<file path="src/hdl/playfair_digraph_cipher_assert.svh">
// Assertion macros shared by the cipher RTL.
// Both forms sample on the rising clock edge and are disabled while reset is low.
`ifndef PLAYFAIR_DIGRAPH_CIPHER_ASSERT_SVH
`define PLAYFAIR_DIGRAPH_CIPHER_ASSERT_SVH
`ifndef ASSERT_OFF
// A property that must hold at every sampled edge.
`define PDC_ASSERT(lbl, clk, rst_n, prop, msg) \
  lbl: assert property (@(posedge clk) disable iff (!rst_n) (prop)) else $error(msg);
// A condition that must be followed by a consequence at the next edge.
`define PDC_ASSERT_NEXT(lbl, clk, rst_n, ante, cons, msg) \
  lbl: assert property (@(posedge clk) disable iff (!rst_n) (ante) |=> (cons)) else $error(msg);
`else
`define PDC_ASSERT(lbl, clk, rst_n, prop, msg)
`define PDC_ASSERT_NEXT(lbl, clk, rst_n, ante, cons, msg)
`endif
`endif

</file>
<file path="src/hdl/pdc_pkg.sv">
`default_nettype none

package pdc_pkg;

  // Geometry of the key square.
  localparam int SIDE   = 5;
  localparam int CODE_W = 5;
  localparam int IDX_W  = $clog2(SIDE);
  localparam int ROW_W  = SIDE * CODE_W;

  // Filler letter 'x'.
  localparam logic [CODE_W-1:0] FILLER_X = 5'd23;

  // Configuration register indexes.
  localparam int CFG_IDX_W = 3;
  localparam logic [CFG_IDX_W-1:0] CFG_DECRYPT_MODE = 3'd0;
  localparam logic [CFG_IDX_W-1:0] CFG_SQUARE_ROW0  = 3'd1;
  localparam logic [CFG_IDX_W-1:0] CFG_SQUARE_ROW1  = 3'd2;
  localparam logic [CFG_IDX_W-1:0] CFG_SQUARE_ROW2  = 3'd3;
  localparam logic [CFG_IDX_W-1:0] CFG_SQUARE_ROW3  = 3'd4;
  localparam logic [CFG_IDX_W-1:0] CFG_SQUARE_ROW4  = 3'd5;

  // Key square: row index outermost, column 0 in the lowest bits of a row.
  typedef logic [SIDE-1:0][SIDE-1:0][CODE_W-1:0] square_t;

  // Reset square: a b c d e / f g h i j / k l m n o / p r s t u / v w x y z.
  localparam square_t SQUARE_RESET = {25'd27025109, 25'd21613103, 25'd15118698,
                                      25'd9706693, 25'd4294688};

  // Input and result transactions.
  typedef struct packed {
    logic [CODE_W-1:0] letter;
    logic              end_of_message;
  } in_item_t;

  typedef struct packed {
    logic [CODE_W-1:0] out_letter;
    logic              letter_error;
    logic              last_of_run;
    logic              message_done;
  } out_item_t;

  // One digraph waiting to be ciphered.
  typedef struct packed {
    logic [CODE_W-1:0] first;
    logic [CODE_W-1:0] second;
    logic              last;
    logic              done;
  } pair_t;

  // Status of the digraph queue seen by both of its neighbours.
  typedef struct packed {
    logic full;
    logic not_empty;
  } q_status_t;

  // Position of a letter in the square.
  typedef struct packed {
    logic [CODE_W-1:0] code;
    logic [IDX_W-1:0]  row;
    logic [IDX_W-1:0]  col;
    logic              found;
  } loc_t;

  // Both letters of a digraph after lookup.
  typedef struct packed {
    loc_t a;
    loc_t b;
    logic last;
    logic done;
  } loc_pair_t;

  // Parallel compare against all cells; scanning backwards lets the first
  // match in row-major order win.
  function automatic loc_t locate(square_t sq, logic [CODE_W-1:0] code);
    loc_t l;
    l.code  = code;
    l.row   = '0;
    l.col   = '0;
    l.found = 1'b0;
    for (int r = SIDE - 1; r >= 0; r--) begin
      for (int c = SIDE - 1; c >= 0; c--) begin
        if (sq[r][c] == code) begin
          l.row   = IDX_W'(r);
          l.col   = IDX_W'(c);
          l.found = 1'b1;
        end
      end
    end
    return l;
  endfunction

  // One step right/down when encrypting, left/up when decrypting, with wrap.
  function automatic logic [IDX_W-1:0] wrap_step(logic [IDX_W-1:0] i, logic dec);
    logic [IDX_W-1:0] res;
    if (dec) begin
      res = (i == '0) ? IDX_W'(SIDE - 1) : i - 1'b1;
    end else begin
      res = (i == IDX_W'(SIDE - 1)) ? '0 : i + 1'b1;
    end
    return res;
  endfunction

endpackage

`default_nettype wire

</file>
<file path="src/hdl/pdc_front.sv">
`default_nettype none

module pdc_front
  import pdc_pkg::*;
(
  input  wire logic      clk,
  input  wire logic      rst_n,
  input  wire logic      in_valid,
  output logic           in_stall,
  input  wire in_item_t  in_payload,
  input  wire q_status_t q_stat,
  output logic           q_push,
  output pair_t          q_item
);

  logic              holding_r, holding_nxt;
  logic [CODE_W-1:0] held_r, held_nxt;
  logic              pend_r, pend_nxt;
  logic              in_acc;

  // A second digraph still to be queued, or a full queue, blocks new input.
  assign in_stall = pend_r || q_stat.full;
  assign in_acc   = in_valid && !in_stall;

  // Pairing of letters into digraphs, with filler insertion.
  always_comb begin
    holding_nxt = holding_r;
    held_nxt    = held_r;
    pend_nxt    = pend_r;
    q_push      = 1'b0;
    q_item      = '0;
    if (pend_r) begin
      // Odd repeated letter at the end of the message, padded with filler.
      if (!q_stat.full) begin
        q_push   = 1'b1;
        q_item   = '{first: held_r, second: FILLER_X, last: 1'b1, done: 1'b1};
        pend_nxt = 1'b0;
      end
    end else if (in_acc) begin
      if (!holding_r) begin
        if (in_payload.end_of_message) begin
          q_push = 1'b1;
          q_item = '{first: in_payload.letter, second: FILLER_X, last: 1'b1, done: 1'b1};
        end else begin
          held_nxt    = in_payload.letter;
          holding_nxt = 1'b1;
        end
      end else if (in_payload.letter != held_r) begin
        q_push      = 1'b1;
        q_item      = '{first: held_r, second: in_payload.letter, last: 1'b1,
                        done: in_payload.end_of_message};
        holding_nxt = 1'b0;
      end else begin
        // Repeated letter: close the pair with filler, the letter opens the next.
        q_push = 1'b1;
        if (in_payload.end_of_message) begin
          q_item      = '{first: held_r, second: FILLER_X, last: 1'b0, done: 1'b0};
          pend_nxt    = 1'b1;
          holding_nxt = 1'b0;
        end else begin
          q_item = '{first: held_r, second: FILLER_X, last: 1'b1, done: 1'b0};
        end
      end
    end
  end

  always_ff @(posedge clk) begin
    if (!rst_n) begin
      holding_r <= 1'b0;
      held_r    <= '0;
      pend_r    <= 1'b0;
    end else begin
      holding_r <= holding_nxt;
      held_r    <= held_nxt;
      pend_r    <= pend_nxt;
    end
  end

endmodule

`default_nettype wire

</file>
<file path="src/hdl/pdc_queue.sv">
`default_nettype none
`include "playfair_digraph_cipher_assert.svh"

module pdc_queue
  import pdc_pkg::*;
#(
  parameter int DEPTH = 4
) (
  input  wire logic  clk,
  input  wire logic  rst_n,
  input  wire logic  push,
  input  wire pair_t push_item,
  input  wire logic  pop,
  output pair_t      head,
  output q_status_t  stat
);

  localparam int PTR_W = (DEPTH > 1) ? $clog2(DEPTH) : 1;
  localparam int CNT_W = $clog2(DEPTH + 1);

  pair_t             mem_r [DEPTH];
  logic [PTR_W-1:0]  wr_ptr_r, wr_ptr_nxt;
  logic [PTR_W-1:0]  rd_ptr_r, rd_ptr_nxt;
  logic [CNT_W-1:0]  count_r, count_nxt;

  assign stat.full      = (count_r == CNT_W'(DEPTH));
  assign stat.not_empty = (count_r != '0);
  assign head           = mem_r[rd_ptr_r];

  // Pointer and fill count updates.
  always_comb begin
    wr_ptr_nxt = wr_ptr_r;
    rd_ptr_nxt = rd_ptr_r;
    count_nxt  = count_r;
    if (push) begin
      wr_ptr_nxt = (wr_ptr_r == PTR_W'(DEPTH - 1)) ? '0 : wr_ptr_r + 1'b1;
    end
    if (pop) begin
      rd_ptr_nxt = (rd_ptr_r == PTR_W'(DEPTH - 1)) ? '0 : rd_ptr_r + 1'b1;
    end
    if (push && !pop) begin
      count_nxt = count_r + 1'b1;
    end else if (pop && !push) begin
      count_nxt = count_r - 1'b1;
    end
  end

  always_ff @(posedge clk) begin
    if (!rst_n) begin
      wr_ptr_r <= '0;
      rd_ptr_r <= '0;
      count_r  <= '0;
    end else begin
      wr_ptr_r <= wr_ptr_nxt;
      rd_ptr_r <= rd_ptr_nxt;
      count_r  <= count_nxt;
    end
  end

  // Storage of queued digraphs.
  always_ff @(posedge clk) begin
    if (push) begin
      mem_r[wr_ptr_r] <= push_item;
    end
  end

  `PDC_ASSERT(a_no_overflow, clk, rst_n, push |-> (count_r != CNT_W'(DEPTH)), "queue overflow")
  `PDC_ASSERT(a_no_underflow, clk, rst_n, pop |-> (count_r != '0), "queue underflow")
  `PDC_ASSERT_NEXT(a_count_up, clk, rst_n, push && !pop, count_r == $past(count_r) + 1'b1, "fill count did not advance")

endmodule

`default_nettype wire

</file>
<file path="src/hdl/pdc_back.sv">
`default_nettype none
`include "playfair_digraph_cipher_assert.svh"

module pdc_back
  import pdc_pkg::*;
(
  input  wire logic      clk,
  input  wire logic      rst_n,
  input  wire square_t   square,
  input  wire logic      decrypt_mode,
  input  wire pair_t     q_head,
  input  wire q_status_t q_stat,
  output logic           q_pop,
  output logic           out_valid,
  input  wire logic      out_stall,
  output out_item_t      out_payload
);

  // Stage A: located digraph. Stage B: two ciphered results.
  logic      va_r, va_nxt;
  loc_pair_t la_r, la_nxt;
  logic      vb_r, vb_nxt;
  logic      half_r, half_nxt;
  out_item_t res0_r, res0_nxt;
  out_item_t res1_r, res1_nxt;

  logic              out_acc;
  logic              b_free;
  logic              a_adv;
  logic [CODE_W-1:0] oa;
  logic [CODE_W-1:0] ob;

  assign out_acc = vb_r && !out_stall;
  assign b_free  = !vb_r || (out_acc && half_r);
  assign a_adv   = va_r && b_free;
  assign q_pop   = q_stat.not_empty && (!va_r || b_free);

  // Cipher rules on the located pair.
  always_comb begin
    oa = la_r.a.code;
    ob = la_r.b.code;
    if (la_r.a.found && la_r.b.found) begin
      if (la_r.a.row == la_r.b.row) begin
        oa = square[la_r.a.row][wrap_step(la_r.a.col, decrypt_mode)];
        ob = square[la_r.b.row][wrap_step(la_r.b.col, decrypt_mode)];
      end else if (la_r.a.col == la_r.b.col) begin
        oa = square[wrap_step(la_r.a.row, decrypt_mode)][la_r.a.col];
        ob = square[wrap_step(la_r.b.row, decrypt_mode)][la_r.b.col];
      end else begin
        oa = square[la_r.a.row][la_r.b.col];
        ob = square[la_r.b.row][la_r.a.col];
      end
    end
  end

  // Stage advance and result sequencing.
  always_comb begin
    va_nxt   = va_r;
    la_nxt   = la_r;
    vb_nxt   = vb_r;
    half_nxt = half_r;
    res0_nxt = res0_r;
    res1_nxt = res1_r;
    if (q_pop) begin
      va_nxt = 1'b1;
      la_nxt = '{a: locate(square, q_head.first), b: locate(square, q_head.second),
                 last: q_head.last, done: q_head.done};
    end else if (a_adv) begin
      va_nxt = 1'b0;
    end
    if (a_adv) begin
      vb_nxt   = 1'b1;
      half_nxt = 1'b0;
      res0_nxt = '{out_letter: oa, letter_error: !la_r.a.found,
                   last_of_run: 1'b0, message_done: 1'b0};
      res1_nxt = '{out_letter: ob, letter_error: !la_r.b.found,
                   last_of_run: la_r.last, message_done: la_r.done};
    end else if (out_acc) begin
      if (half_r) begin
        vb_nxt = 1'b0;
      end else begin
        half_nxt = 1'b1;
      end
    end
  end

  always_ff @(posedge clk) begin
    if (!rst_n) begin
      va_r   <= 1'b0;
      vb_r   <= 1'b0;
      half_r <= 1'b0;
    end else begin
      va_r   <= va_nxt;
      vb_r   <= vb_nxt;
      half_r <= half_nxt;
    end
  end

  always_ff @(posedge clk) begin
    la_r   <= la_nxt;
    res0_r <= res0_nxt;
    res1_r <= res1_nxt;
  end

  assign out_valid   = vb_r;
  assign out_payload = half_r ? res1_r : res0_r;

  `PDC_ASSERT_NEXT(a_second_half, clk, rst_n, out_acc && !half_r, vb_r && half_r, "second result of a pair lost")
  `PDC_ASSERT(a_last_on_second, clk, rst_n, (out_valid && out_payload.last_of_run) |-> half_r, "end of run flagged on first result")
  `PDC_ASSERT_NEXT(a_pop_loads, clk, rst_n, q_pop, va_r, "popped digraph not held in lookup stage")

endmodule

`default_nettype wire

</file>
<file path="src/hdl/playfair_digraph_cipher.sv">
// Channel  | Ports                               | Direction
// ---------+-------------------------------------+----------
// input    | in_valid, in_stall, in_payload      | letters in
// result   | out_valid, out_stall, out_payload   | cipher letters out
// config   | cfg_we, cfg_index, cfg_wdata        | register writes
//
// A letter is taken every cycle while the digraph queue has room and no padding
// digraph is pending; a letter that closes a digraph yields two results, one per
// cycle unless out_stall is high, so the result port sets sustained throughput.
// A digraph is held in the queue, the lookup stage and the result stage in turn.
// Reset is synchronous and active low; no clearing pass is needed afterwards.
// A stalled result holds its payload; input stalls only when the queue is full
// or a padding digraph is still to be queued.
`default_nettype none

module playfair_digraph_cipher
  import pdc_pkg::*;
#(
  parameter int QUEUE_DEPTH = 4
) (
  input  wire logic                 clk,
  input  wire logic                 rst_n,
  input  wire logic                 in_valid,
  output logic                      in_stall,
  input  wire in_item_t             in_payload,
  output logic                      out_valid,
  input  wire logic                 out_stall,
  output out_item_t                 out_payload,
  input  wire logic                 cfg_we,
  input  wire logic [CFG_IDX_W-1:0] cfg_index,
  input  wire logic [ROW_W-1:0]     cfg_wdata
);

  logic      decrypt_mode_r, decrypt_mode_nxt;
  square_t   square_r, square_nxt;
  q_status_t q_stat;
  logic      q_push;
  pair_t     q_item;
  logic      q_pop;
  pair_t     q_head;

  // Configuration register writes.
  always_comb begin
    decrypt_mode_nxt = decrypt_mode_r;
    square_nxt       = square_r;
    if (cfg_we) begin
      unique case (cfg_index)
        CFG_DECRYPT_MODE: decrypt_mode_nxt = cfg_wdata[0];
        CFG_SQUARE_ROW0:  square_nxt[0]    = cfg_wdata;
        CFG_SQUARE_ROW1:  square_nxt[1]    = cfg_wdata;
        CFG_SQUARE_ROW2:  square_nxt[2]    = cfg_wdata;
        CFG_SQUARE_ROW3:  square_nxt[3]    = cfg_wdata;
        CFG_SQUARE_ROW4:  square_nxt[4]    = cfg_wdata;
        default: begin
        end
      endcase
    end
  end

  always_ff @(posedge clk) begin
    if (!rst_n) begin
      decrypt_mode_r <= 1'b0;
      square_r       <= SQUARE_RESET;
    end else begin
      decrypt_mode_r <= decrypt_mode_nxt;
      square_r       <= square_nxt;
    end
  end

  // Front: pairs letters into digraphs.
  pdc_front u_front (
    .clk        (clk),
    .rst_n      (rst_n),
    .in_valid   (in_valid),
    .in_stall   (in_stall),
    .in_payload (in_payload),
    .q_stat     (q_stat),
    .q_push     (q_push),
    .q_item     (q_item)
  );

  // Queue of digraphs between the two halves.
  pdc_queue #(
    .DEPTH (QUEUE_DEPTH)
  ) u_queue (
    .clk       (clk),
    .rst_n     (rst_n),
    .push      (q_push),
    .push_item (q_item),
    .pop       (q_pop),
    .head      (q_head),
    .stat      (q_stat)
  );

  // Back: looks up and ciphers each digraph.
  pdc_back u_back (
    .clk          (clk),
    .rst_n        (rst_n),
    .square       (square_r),
    .decrypt_mode (decrypt_mode_r),
    .q_head       (q_head),
    .q_stat       (q_stat),
    .q_pop        (q_pop),
    .out_valid    (out_valid),
    .out_stall    (out_stall),
    .out_payload  (out_payload)
  );

endmodule

`default_nettype wire
</file>
<file path="config.mk">
export PLATFORM = sky130hd
export DESIGN_NAME = playfair_digraph_cipher
export DESIGN_NICKNAME = d
export VERILOG_FILES = /design/src/hdl/pdc_pkg.sv /design/src/hdl/pdc_front.sv /design/src/hdl/pdc_queue.sv /design/src/hdl/pdc_back.sv /design/src/hdl/playfair_digraph_cipher.sv
export VERILOG_INCLUDE_DIRS = /design/src /design/src/hdl
export SDC_FILE = /design/constraint.sdc
export NUM_CORES = 1
export LEC_CHECK = 0
export BUFFER_PORTS_ARGS = -buffer_cell sky130_fd_sc_hd__buf_2
export CAP_MARGIN = 20
export CORE_UTILIZATION = 35
export DETAILED_ROUTE_END_ITERATION = 12
export PLACE_DENSITY = 0.59
export RECOVER_POWER = 50
export REMOVE_ABC_BUFFERS = 1
export SLEW_MARGIN = 30
export SYNTH_ARGS = -nofsm -noshare
export SYNTH_HDL_FRONTEND = slang
export SYNTH_SLANG_ARGS = --single-unit
export TNS_END_PERCENT = 100
</file>
<file path="constraint.sdc">
create_clock -name clk -period 4.5 [get_ports clk]
set_clock_uncertainty 0.2 [all_clocks]
set_input_delay 0.9 -clock clk [delete_from_list [all_inputs] [get_ports clk]]
set_output_delay 0.9 -clock clk [all_outputs]
set_load 0.02 [all_outputs]
</file>
==> metrics.md, run 1 <==
| Metric | Value |
|---|---|
| Total die area | `53700 sq um` |
| Relative slew margins | `-1.17` |
| Aggregate global-route resource usage | `0.260` |
| Most repeated library cell on the critical path | `nor3_1` |
| Maximum fanout along the worst path | `26` |
| Endpoint arrival time on the critical path | `4.26 ns` |
| Clock transition at the registers of the reported paths | `0.06 ns` |
| Via count of the first global-routing pass | `15400` |
| Htree depth | `1` |
| Number of routed nets with antenna violations | `0` |
| Critical path endpoint | `u_back.la_r[18]$_SDFFCE_PP0P_` |
| Syn Inst Count | `2064` |
| Worst voltage drop across the vdd grid | `0.316 mV` |
| Avg Cell Area, Syn | `8.95 sq um` |
| Sequential power share | `0.213` |
| Most common flop cell mapped by yosys | `dfxtp_1` |
| Drt first pass iters | `5` |
| Leakage | `7.11 nW` |
| Hold violation total from the final report | `0` |
| Max Clock Freq | `241 MHz` |
| Internal power component | `7.62 mW` |
| Count of hold-fix buffers inserted at cts | `0` |
| Buffer levels on the longest clock path | `3` |
| Critical path cell sequence | `mux4_4 -> xnor2_1 -> nand3_1 -> nor3_1 -> nand2b_1 -> a311oi_1 -> nor3_1` |
| Row count | `83` |
| Total of endpoints with negative setup slack in the final report | `0` |
| Fraction of final layout cells sized beyond drive strength 1 | `0.156` |
| Detailed placer's ending HPWL | `50200 um` |
| Final max-slew violation count | `164` |
| Global-route wire length before repair | `104000 um` |
| Count of max-cap constraint violations | `4` |
| Total overflow reported by the global router | `0` |
| Run status | `complete, but fails checks` |
| Number of antenna violations at the first check in global routing | `0` |
| Die H | `232 um` |
| I/O pin total | `49` |
| Slowest cell on crit path | `mux4_4` |
| CP required | `4.61 ns` |
| Clock share of power | `0.163` |
| Area of the core region | `51700 sq um` |
| Pin count of the biggest net entering global routing | `84` |
| Clock root buffer master | `clkbuf_16` |
| Share of flip-flops with an asynchronous set or reset after synthesis | `0` |
| RSZ-0062 raised after global routing | `false` |
| Post-layout nets | `1993` |
| Count of port buffers added during placement | `48` |
| Number of vias per cell | `6.06` |
| Sum of negative setup slack | `0 ns` |
| Number of flip-flops and latches in the synthesized netlist | `233` |
| Sum of internal, switching and leakage power | `14.1 mW` |
| Number of gates given a new drive strength after cts | `0` |
| Worst-margin pin slew | `3.26 ns` |
| Number of synthesis warnings | `0` |
| Power per standard cell area | `721 nW/um^2` |
| Sw Pwr | `6.53 mW` |
| Vias | `16000` |
| Clk_lat worst skew | `0.58 ns` |
| Post-synthesis sequential area ratio | `0.300` |
| Endpoint of the worst-slack reg-to-reg timing path | `u_back.la_r[18]$_SDFFCE_PP0P_` |
| Detailed router's first-iteration violation count | `1769` |
| Violations in the final reports | `max-capacitance violations, max-slew violations` |
| Starting utilization of the core area | `0.357` |
| Die X-Extent | `232 um` |
| TritonCTS clock tree | `yes` |
| Sw Ratio | `0.462` |
| Yosys cell types | `76` |
| Number of post-CTS setup repair buffers | `0` |
| Post-route DRC violation count | `0` |
| Post-Syn Area | `18500 sq um` |
| Final GP Congestion | `1.00` |
| Part of the total power dissipated in combinational logic | `0.624` |
| Sinks on the clock net | `233` |
| Area overhead of the layout relative to synthesis | `6.22%` |
| Largest stage delay on the critical path | `1.07 ns` |
| WL final | `70200 um` |
| Final worst-path cycle share | `0.922` |
| Avg WL per Cell | `26.7 um` |
| Setup slack of the most critical reg-to-reg path | `0.35 ns` |
| Worst min-delay path class | `reg -> reg` |
| CP startpoint kind | `flop` |
| Critical path endpoint category | `flop` |
| EDFF count, synth | `88` |
| TritonCTS buffer count | `27` |
| Worst-case reg-to-reg path depth | `7` |
| Time the final worst path needs with I/O delays and setup | `4.15 ns` |
| Start point of the worst min-delay path | `u_back.la_r[0]$_DFFE_PP_` |
| Critical Setup Path Class | `reg -> reg` |
==> cell type report <==
type / count / area [sq um]
Antenna cell: 1 / 2.50
Clock buffer: 33 / 718
Clock inverter: 16 / 194
Fill cell: 5198 / 32100
Inverter: 29 / 109
Multi-Input combinational cell: 1544 / 11600
Sequential cell: 233 / 5550
Tap cell: 680 / 851
Timing Repair Buffer: 96 / 579
==> per-layer routing <==
metal / track usage / vias to the layer above / share of wire
li1: - / 6996 / -
met3: 0.0452 / 284 / 0.088
met5: 0.000919 / - / 0
met1: 0.339 / 7755 / 0.41
met2: 0.402 / 926 / 0.43
met4: 0.155 / 0 / 0.070
==> per-stage QoR <==
stage	utilization	hold WS [ns]	worst slack, ns	instances	cell area (sq um)
6_report	0.379	0.225	0.350	2632	19600
2_1_floorplan	-	0.200	-0.137	1806	17200
4_1_cts	0.380	0.227	0.364	2631	19700
3_3_place_gp	0.362	0.207	0.495	2581	18700
5_1_grt	0.379	0.240	0.159	2631	19600
3_5_place_dp	0.362	0.209	0.431	2582	18700
==> synth_stat cells (8+ instances only) <==
cell / number / share of area
mux2i_1: 105 / 0.057
clkbuf_1: 145 / 0.029
o21ai_0: 43 / 0.012
nor2_1: 66 / 0.013
ha_1: 22 / 0.015
a211oi_1: 10 / 0.0041
a22o_1: 13 / 0.0062
mux4_2: 69 / 0.084
xnor2_1: 155 / 0.073
xor2_1: 109 / 0.052
nand2_1: 313 / 0.064
mux2_2: 64 / 0.039
a21boi_0: 83 / 0.034
edfxtp_1: 88 / 0.14
nor3_1: 56 / 0.015
inv_1: 27 / 0.0055
o2bb2ai_1: 9 / 0.0043
nand3_1: 128 / 0.035
nor4_1: 8 / 0.0027
and2_1: 12 / 0.0041
buf_6: 17 / 0.010
dfxtp_1: 145 / 0.16
buf_1: 45 / 0.0091
a22oi_1: 46 / 0.019
o211ai_1: 13 / 0.0053
nor3_2: 12 / 0.0065
buf_2: 38 / 0.010
a21oi_1: 56 / 0.015
o22ai_1: 47 / 0.016
nor2b_1: 13 / 0.0044
==> cells by family after synthesis <==
family                     Yosys count  synth area share
AOI/OAI and AO/OA                  361             0.135
adders and majority gates           23            0.0160
muxes                              241             0.184
buffers and inverters              287            0.0726
and+or+nand+nor                    651             0.162
xor gates and xnor gates           268             0.130
DFF                                233             0.300
==> power groups by stage <==
stage | Combinational [mW] | Clock (mW) | Sequential (mW)
6_report | 8.83 | 2.30 | 3.02
5_1_grt | 9.44 | 2.41 | 3.04
4_1_cts | 8.63 | 2.33 | 3.01
3_5_place_dp | 8.59 | 0 | 3.05
3_3_place_gp | 8.49 | 0 | 3.04
2_1_floorplan | 5.98 | 0 | 3.17
==> layout by cell type, fill, tap and decap left out, drive strengths merged, types with 7 or more instances in the layout <==
| master | n |
|---|---|
| clkbuf | 43 |
| clkinv | 9 |
| buf | 86 |
| ha | 22 |
| and3 | 7 |
| a22oi | 47 |
| mux4 | 72 |
| o211ai | 13 |
| nand2b | 7 |
| and2 | 12 |
| mux2i | 105 |
| edfxtp | 88 |
| mux2 | 64 |
| o21ai | 45 |
| nor2 | 66 |
| nor2b | 13 |
| a21oi | 56 |
| xnor2 | 157 |
| nand2 | 313 |
| xor2 | 111 |
| dfxtp | 145 |
| nor3 | 69 |
| o22ai | 47 |
| a21boi | 83 |
| o2bb2ai | 9 |
| nand3 | 129 |
| a211oi | 10 |
| nor4 | 9 |
| a22o | 13 |
| inv | 31 |
==> critical path, delay by kind of cell, from the launching register on <==
family	cells	cell delay, ns
flip-flops	1	0.77
multiplexers	1	1.07
XOR/XNOR	1	0.27
AO/OA/AOI/OAI	1	0.12
AND/OR/NAND/NOR	4	1.43
==> worst min-delay path by stage <==
stage,end,slack (ns),cells after the start
2_1_floorplan,u_back.res1_r[0]$_DFFE_PP_,0.20,0
3_3_place_gp,u_back.res1_r[0]$_DFFE_PP_,0.21,0
3_5_place_dp,u_back.res1_r[0]$_DFFE_PP_,0.21,0
4_1_cts,u_back.res1_r[0]$_DFFE_PP_,0.23,0
5_1_grt,u_back.res1_r[0]$_DFFE_PP_,0.24,0
6_report,u_back.res1_r[0]$_DFFE_PP_,0.22,0
==> registers in the layout, summed over array words and instances, names as in the netlist, named ones only <==
signal and count:
u_back.va_r 1, u_queue.wr_ptr_r 2, square_r 125, u_front.holding_r 1
u_back.out_valid 1, u_front.pend_r 1, u_back.res1_r 8, decrypt_mode_r 1
u_queue.count_r 3, u_front.held_r 5, u_back.la_r 26, u_queue.mem_r 48
u_back.half_r 1, u_queue.rd_ptr_r 2, u_back.res0_r 6
(Power assumes the default switching activity.)
==> run 2: changes to the inputs <==
--- a/config.mk
+++ b/config.mk
@@ -8,9 +8,10 @@
 export LEC_CHECK = 0
 export BUFFER_PORTS_ARGS = -buffer_cell sky130_fd_sc_hd__buf_2
 export CAP_MARGIN = 20
-export CORE_UTILIZATION = 35
+export CORE_UTILIZATION = 38
+export CTS_BUF_LIST = sky130_fd_sc_hd__clkbuf_8 sky130_fd_sc_hd__clkbuf_16
 export DETAILED_ROUTE_END_ITERATION = 12
-export PLACE_DENSITY = 0.59
+export PLACE_DENSITY = 0.62
 export RECOVER_POWER = 50
 export REMOVE_ABC_BUFFERS = 1
 export SLEW_MARGIN = 30
==> run 2 against run 1 <==
Against the previous run: the flow still finishes with violations (max-capacitance violations, max-slew violations); total power decreased by 0.12%; sequential share of layout area is essentially flat; hold slack worse by 0.0047 ns; sequential power hardly changed; setup slack better by 0.24 ns; combinational power increased by 1%; register-to-register slack gained 0.24 ns; critical endpoint is now u_back.la_r[5]$_SDFFCE_PP0P_; largest power group unchanged; highest routed layer is now met5.
==> metrics.md, run 2 (synthesis results as in run 1) <==
| Metric | Value |
|---|---|
| Number of post-CTS setup repair buffers | `0` |
| Minimum setup slack in the final design | `0.589 ns` |
| Clock root buffer master | `clkbuf_16` |
| Final max-slew violation count | `107` |
| Number of antenna violations at the first check in global routing | `1` |
| Final worst-path cycle share | `0.869` |
| TritonCTS buffer count | `26` |
| Endpoint arrival time on the critical path | `4.02 ns` |
| Maximum fanout along the worst path | `17` |
| Worst min-delay path endpoint | `u_back.res1_r[1]$_DFFE_PP_` |
| Die H | `223 um` |
| Starting utilization of the core area | `0.386` |
| Hold violation total from the final report | `0` |
| Count of port buffers added during placement | `48` |
| Setup slack of the most critical reg-to-reg path | `0.59 ns` |
| Commonest cells after routing, fill and taps aside | `312 x nand2_1, 155 x xnor2_1, 145 x dfxtp_1` |
| Htree depth | `1` |
| Avg WL per Cell | `27.3 um` |
| TritonCTS clock tree | `yes` |
| Worst hold path stage count | `0` |
| Critical path endpoint category | `flop` |
| Die X-Extent | `223 um` |
| Violations in the final reports | `max-capacitance violations, max-slew violations` |
| Worst-case reg-to-reg path depth | `9` |
| Run status | `complete, but fails checks` |
| Critical Setup Path Class | `reg -> reg` |
| Final GP Congestion | `1.05` |
| Start point of the worst min-delay path | `u_back.la_r[1]$_DFFE_PP_` |
| Drt first pass iters | `7` |
| RSZ-0062 raised after global routing | `false` |
| Area of the core region | `47800 sq um` |
| Pin count of the biggest net entering global routing | `80` |
| Max Clock Freq | `256 MHz` |
| Max reg flops | `125` |
| Total overflow reported by the global router | `0` |
| Total die area | `49500 sq um` |
| Worst slack at placement | `0.616 ns` |
| Sum of internal, switching and leakage power | `14.1 mW` |
| Worst hold slack | `0.220 ns` |
| Count of max-cap constraint violations | `2` |
| WL final | `70300 um` |
| Power per standard cell area | `721 nW/um^2` |
| Count of placed standard cells including taps | `2526` |
| Worst-margin pin slew | `3.66 ns` |
| Number of routed nets with antenna violations | `0` |
| Most common library cell in the layout ignoring fill and taps | `nand2_1` |
| CP required | `4.61 ns` |
| Biggest regs | `square_r: 125 flops, u_queue.mem_r: 48 flops, u_back.la_r: 26 flops` |
| Worst min-delay path class | `reg -> reg` |
| Post-route DRC violation count | `0` |
| Worst voltage drop across the vdd grid | `0.310 mV` |
| Via count of the first global-routing pass | `15000` |
| Fraction of final layout cells sized beyond drive strength 1 | `0.163` |
| Global-route wire length before repair | `103000 um` |
| Clock transition at the registers of the reported paths | `0.06 ns` |
| Endpoint of the worst-slack reg-to-reg timing path | `u_back.la_r[5]$_SDFFCE_PP0P_` |
| Post-layout nets | `2001` |
| Relative slew margins | `-1.44` |
| N_diodes | `0` |
| Number of gates given a new drive strength after cts | `0` |
| Clk_lat worst skew | `0.58 ns` |
| Area overhead of the layout relative to synthesis | `6.03%` |
| Aggregate global-route resource usage | `0.280` |
| Placement-stage cell area | `18800 sq um` |
| Final Instance Count excl. Fillers | `2574` |
| Post-route cell area | `19600 sq um` |
| Total of endpoints with negative setup slack in the final report | `0` |
| Buffer levels on the longest clock path | `3` |
| Number of vias per cell | `6.18` |
| Leakage | `7.15 nW` |
| Count of hold-fix buffers inserted at cts | `0` |
| Row count | `80` |
| I/O pin total | `49` |
| Detailed router's first-iteration violation count | `1754` |
| CP startpoint kind | `flop` |
| Time the final worst path needs with I/O delays and setup | `3.91 ns` |
| Vias | `15900` |
| Detailed placer's ending HPWL | `50800 um` |
| Top register by number of flip-flops | `square_r` |
| Sinks on the clock net | `233` |
[run 2: cell types whose count changed in the layout (fill, tap and decap cells not counted), moves of 2 or more]
| cell | previous run | this run |
|---|---|---|
| inv_1 | 27 | 30 |
| buf_4 | 41 | 53 |
| clkinv_4 | 2 | 0 |
| clkbuf_2 | 2 | 0 |
| clkinvlp_4 | 1 | 4 |
| buf_2 | 44 | 47 |
| buf_12 | 0 | 2 |
| bufinv_16 | 4 | 2 |
| clkbuf_1 | 12 | 3 |
[run 2: worst max path at each step]
stage                                       start                            to  cells after the start
floorplan           u_back.la_r[18]$_SDFFCE_PP0P_    u_back.res0_r[7]$_DFFE_PP_                     11
global placement                             flop  u_back.la_r[5]$_SDFFCE_PP0P_                      9
detailed placement                           flop  u_back.la_r[5]$_SDFFCE_PP0P_                      9
CTS                                          flop  u_back.la_r[5]$_SDFFCE_PP0P_                      9
global route                                 flop  u_back.la_r[5]$_SDFFCE_PP0P_                      9
finish                                       flop  u_back.la_r[5]$_SDFFCE_PP0P_                      9
[run 2: worst max-delay path, stage by stage (launching register included)]
cell and delay (ns):
dfxtp_1 0.71, mux4_2 0.91, buf_4 0.34, xnor2_1 0.15, nand3_1 0.08, nor3_1 0.58
nor2_1 0.16, a311o_1 0.31, o211ai_1 0.11, a211oi_1 0.10
[run 2: power by group]
part           internal, mW  switching [mW]
Combinational          3.67            5.26
Sequential             2.63           0.388
Clock                  1.24           0.945
Total                  7.54            6.59
[run 2: metal layers]
layer / vias to the layer above / GRT usage / share of wire
li1: 7010 / - / -
met1: 7764 / 0.385 / 0.42
met2: 890 / 0.413 / 0.42
met3: 237 / 0.0451 / 0.088
met4: 2 / 0.168 / 0.068
met5: - / 0 / 0.00018
[run 2: cell type report]
type / count / area [sq um]
Multi-Input combinational cell: 1544 / 11600
Timing Repair Buffer: 105 / 684
Inverter: 29 / 109
Fill cell: 4703 / 28300
Tap cell: 615 / 769
Clock buffer: 29 / 703
Sequential cell: 233 / 5550
Clock inverter: 19 / 153
[run 2: through the flow]
step / TNS, ns / util
6_report: 0 / 0.409
5_1_grt: 0 / 0.409
4_1_cts: 0 / 0.410
3_5_place_dp: 0 / 0.392
3_3_place_gp: 0 / 0.392
2_1_floorplan: -0.738 / -
==> run 3: changes to the inputs <==
--- a/config.mk
+++ b/config.mk
@@ -6,12 +6,12 @@
 export SDC_FILE = /design/constraint.sdc
 export NUM_CORES = 1
 export LEC_CHECK = 0
-export BUFFER_PORTS_ARGS = -buffer_cell sky130_fd_sc_hd__buf_2
 export CAP_MARGIN = 20
 export CORE_UTILIZATION = 38
 export CTS_BUF_LIST = sky130_fd_sc_hd__clkbuf_8 sky130_fd_sc_hd__clkbuf_16
 export DETAILED_ROUTE_END_ITERATION = 12
-export PLACE_DENSITY = 0.62
+export DONT_BUFFER_PORTS = 1
+export PLACE_DENSITY = 0.61
 export RECOVER_POWER = 50
 export REMOVE_ABC_BUFFERS = 1
 export SLEW_MARGIN = 30
==> run 3 against run 2 <==
Against the previous run: the run still ends with max-capacitance violations, max-slew violations left; sequential power hardly changed; clock power is 17% higher; first-iteration DRC count is 5.9% higher; count of clock-buffer cells in the layout is 6 higher; critical endpoint is now u_back.la_r[15]$_SDFFCE_PP0P_; fmax is 5.5% lower; final cell count is 2.2% lower; sequential share of layout area is 0.24 points higher; non-clock buffer count is 60 lower; setup slack worse by 0.23 ns; utilization is 0.35 points lower.
==> metrics.md, run 3 (synthesis results as in run 1) <==
| Metric | Value |
|---|---|
| Run status | `complete, but fails checks` |
| Violations in the final reports | `max-capacitance violations, max-slew violations` |
| Avg WL per Cell | `27.2 um` |
| Biggest regs | `square_r: 125 flops, u_queue.mem_r: 48 flops, u_back.la_r: 26 flops` |
| Sum of internal, switching and leakage power | `14.4 mW` |
| Setup slack of the most critical reg-to-reg path | `0.36 ns` |
| Top Layer Used | `met4` |
| Top register by number of flip-flops | `square_r` |
| Count of port buffers added during placement | `0` |
| Endpoint of the worst-slack reg-to-reg timing path | `u_back.la_r[15]$_SDFFCE_PP0P_` |
| Worst hold slack | `0.210 ns` |
| Aggregate global-route resource usage | `0.273` |
| Starting utilization of the core area | `0.386` |
| Worst-margin pin slew | `1.56 ns` |
| Clock transition at the registers of the reported paths | `0.06 ns` |
| Leakage | `6.97 nW` |
| Fraction of final layout cells sized beyond drive strength 1 | `0.138` |
| Row count | `80` |
| Worst-case reg-to-reg path depth | `7` |
| Drt first pass iters | `6` |
| Number of logic stages on the critical path including buffering | `7` |
| Global-route wire length before repair | `102000 um` |
| I/O pin total | `49` |
| WL final | `68400 um` |
| Number of gates given a new drive strength after cts | `0` |
| Buffer levels on the longest clock path | `3` |
| Final GP Congestion | `1.01` |
| CP required | `4.62 ns` |
| Count of buffer and inverter cells on the critical path | `1` |
| Most common library cell in the layout ignoring fill and taps | `nand2_1` |
| Top delay family on crit path | `multiplexers` |
| Sinks on the clock net | `233` |
| Vias | `15700` |
| Worst voltage drop across the vdd grid | `0.330 mV` |
| Die H | `223 um` |
| Final max-slew violation count | `106` |
| Relative slew margins | `-0.0414` |
| N_diodes | `0` |
| Number of post-CTS setup repair buffers | `0` |
| Critical Setup Path Class | `reg -> reg` |
| Clk_lat worst skew | `0.57 ns` |
| Count of max-cap constraint violations | `4` |
| Post-layout util | `0.406` |
| Endpoint arrival time on the critical path | `4.26 ns` |
| Number of vias per cell | `6.23` |
| Total die area | `49500 sq um` |
| Critical path endpoint category | `flop` |
| Area overhead of the layout relative to synthesis | `5.14%` |
| Detailed router's first-iteration violation count | `1857` |
| TritonCTS clock tree | `yes` |
| Maximum fanout along the worst path | `26` |
| Number of antenna violations at the first check in global routing | `1` |
| Total met3 wirelength after detailed routing | `6260 um` |
| TritonCTS buffer count | `28` |
| Post-route DRC violation count | `0` |
| Max Clock Freq | `242 MHz` |
| Largest stage delay on the critical path | `0.90 ns` |
| Time the final worst path needs with I/O delays and setup | `4.14 ns` |
| CP startpoint kind | `flop` |
| Total of endpoints with negative setup slack in the final report | `0` |
| Via count of the first global-routing pass | `14800` |
| Number of routed nets with antenna violations | `0` |
| Htree depth | `1` |
| Critical path endpoint | `u_back.la_r[15]$_SDFFCE_PP0P_` |
| Power per standard cell area | `741 nW/um^2` |
| Total overflow reported by the global router | `0` |
| RSZ-0062 raised after global routing | `false` |
| Count of hold-fix buffers inserted at cts | `0` |
| Die X-Extent | `223 um` |
| Final worst-path cycle share | `0.920` |
| Area of the core region | `47800 sq um` |
| Max reg flops | `125` |
| Worst min-delay path class | `in -> reg` |
| Critical path cell sequence | `buf_4 -> mux4_2 -> xor2_1 -> nor3_1 -> o41ai_1 -> a211o_1 -> a41o_1` |
| Clock root buffer master | `clkbuf_16` |
| Pin count of the biggest net entering global routing | `144` |
| Post-layout nets | `1943` |
| Slowest cell on crit path | `mux4_2` |
| Hold violation total from the final report | `0` |
| Detail Route met2 WL | `30000 um` |
| Detailed placer's ending HPWL | `48900 um` |
| Met1 Routed Length | `28000 um` |
| Commonest cells after routing, fill and taps aside | `313 x nand2_1, 155 x xnor2_1, 145 x dfxtp_1` |
[run 3: worst reg2reg max path, stage by stage (launching register included)]
cell	delay, ns
dfxtp_1	0.68
buf_4	0.27
mux4_2	0.90
xor2_1	0.31
nor3_1	0.74
o41ai_1	0.24
a211o_1	0.31
a41o_1	0.24
[run 3: area by class of cell]
type                            instances  area [sq um]
Tap cell                              615           769
Fill cell                            4688         28400
Multi-Input combinational cell       1544         11600
Inverter                               29           109
Sequential cell                       233          5550
Clock inverter                         17           250
Clock buffer                           35           808
Timing Repair Buffer                   45           323
[run 3: per-layer routing]
metal / global-route usage / vias to the layer above
li1: - / 6916
met5: 0 / -
met3: 0.0612 / 252
met2: 0.420 / 889
met4: 0.138 / 0
met1: 0.360 / 7629
[run 3: power breakdown]
group,internal [mW],total [mW],switching [mW]
sequential,2.63,2.99,0.364
combinational,3.59,8.83,5.24
clock,1.61,2.56,0.951
total,7.84,14.4,6.56
[run 3: how the worst min path moves through the flow]
stage | slack [ns] | endpoint | depth (start not counted) | from
floorplan | 0.20 | u_back.res1_r[0]$_DFFE_PP_ | 0 | u_back.la_r[0]$_DFFE_PP_
global placement | 0.21 | u_back.res1_r[0]$_DFFE_PP_ | 0 | u_back.la_r[0]$_DFFE_PP_
detailed placement | 0.21 | u_back.res1_r[1]$_DFFE_PP_ | 0 | u_back.la_r[1]$_DFFE_PP_
CTS | 0.20 | square_r[22]$_SDFFE_PN1P_ | 1 | rst_n
global route | 0.19 | square_r[97]$_SDFFE_PN1P_ | 1 | rst_n
finish | 0.21 | square_r[73]$_SDFFE_PN1P_ | 1 | rst_n
[run 3: metrics by stage]
step	instances	setup TNS, ns	cell area, sq um	setup WS (ns)
3_3_place_gp	2466	0	18400	0.333
4_1_cts	2518	0	19500	0.294
5_1_grt	2518	0	19400	0.0845
3_5_place_dp	2466	0	18400	0.308
6_report	2518	0	19400	0.361
2_1_floorplan	1806	-0.738	17200	-0.137
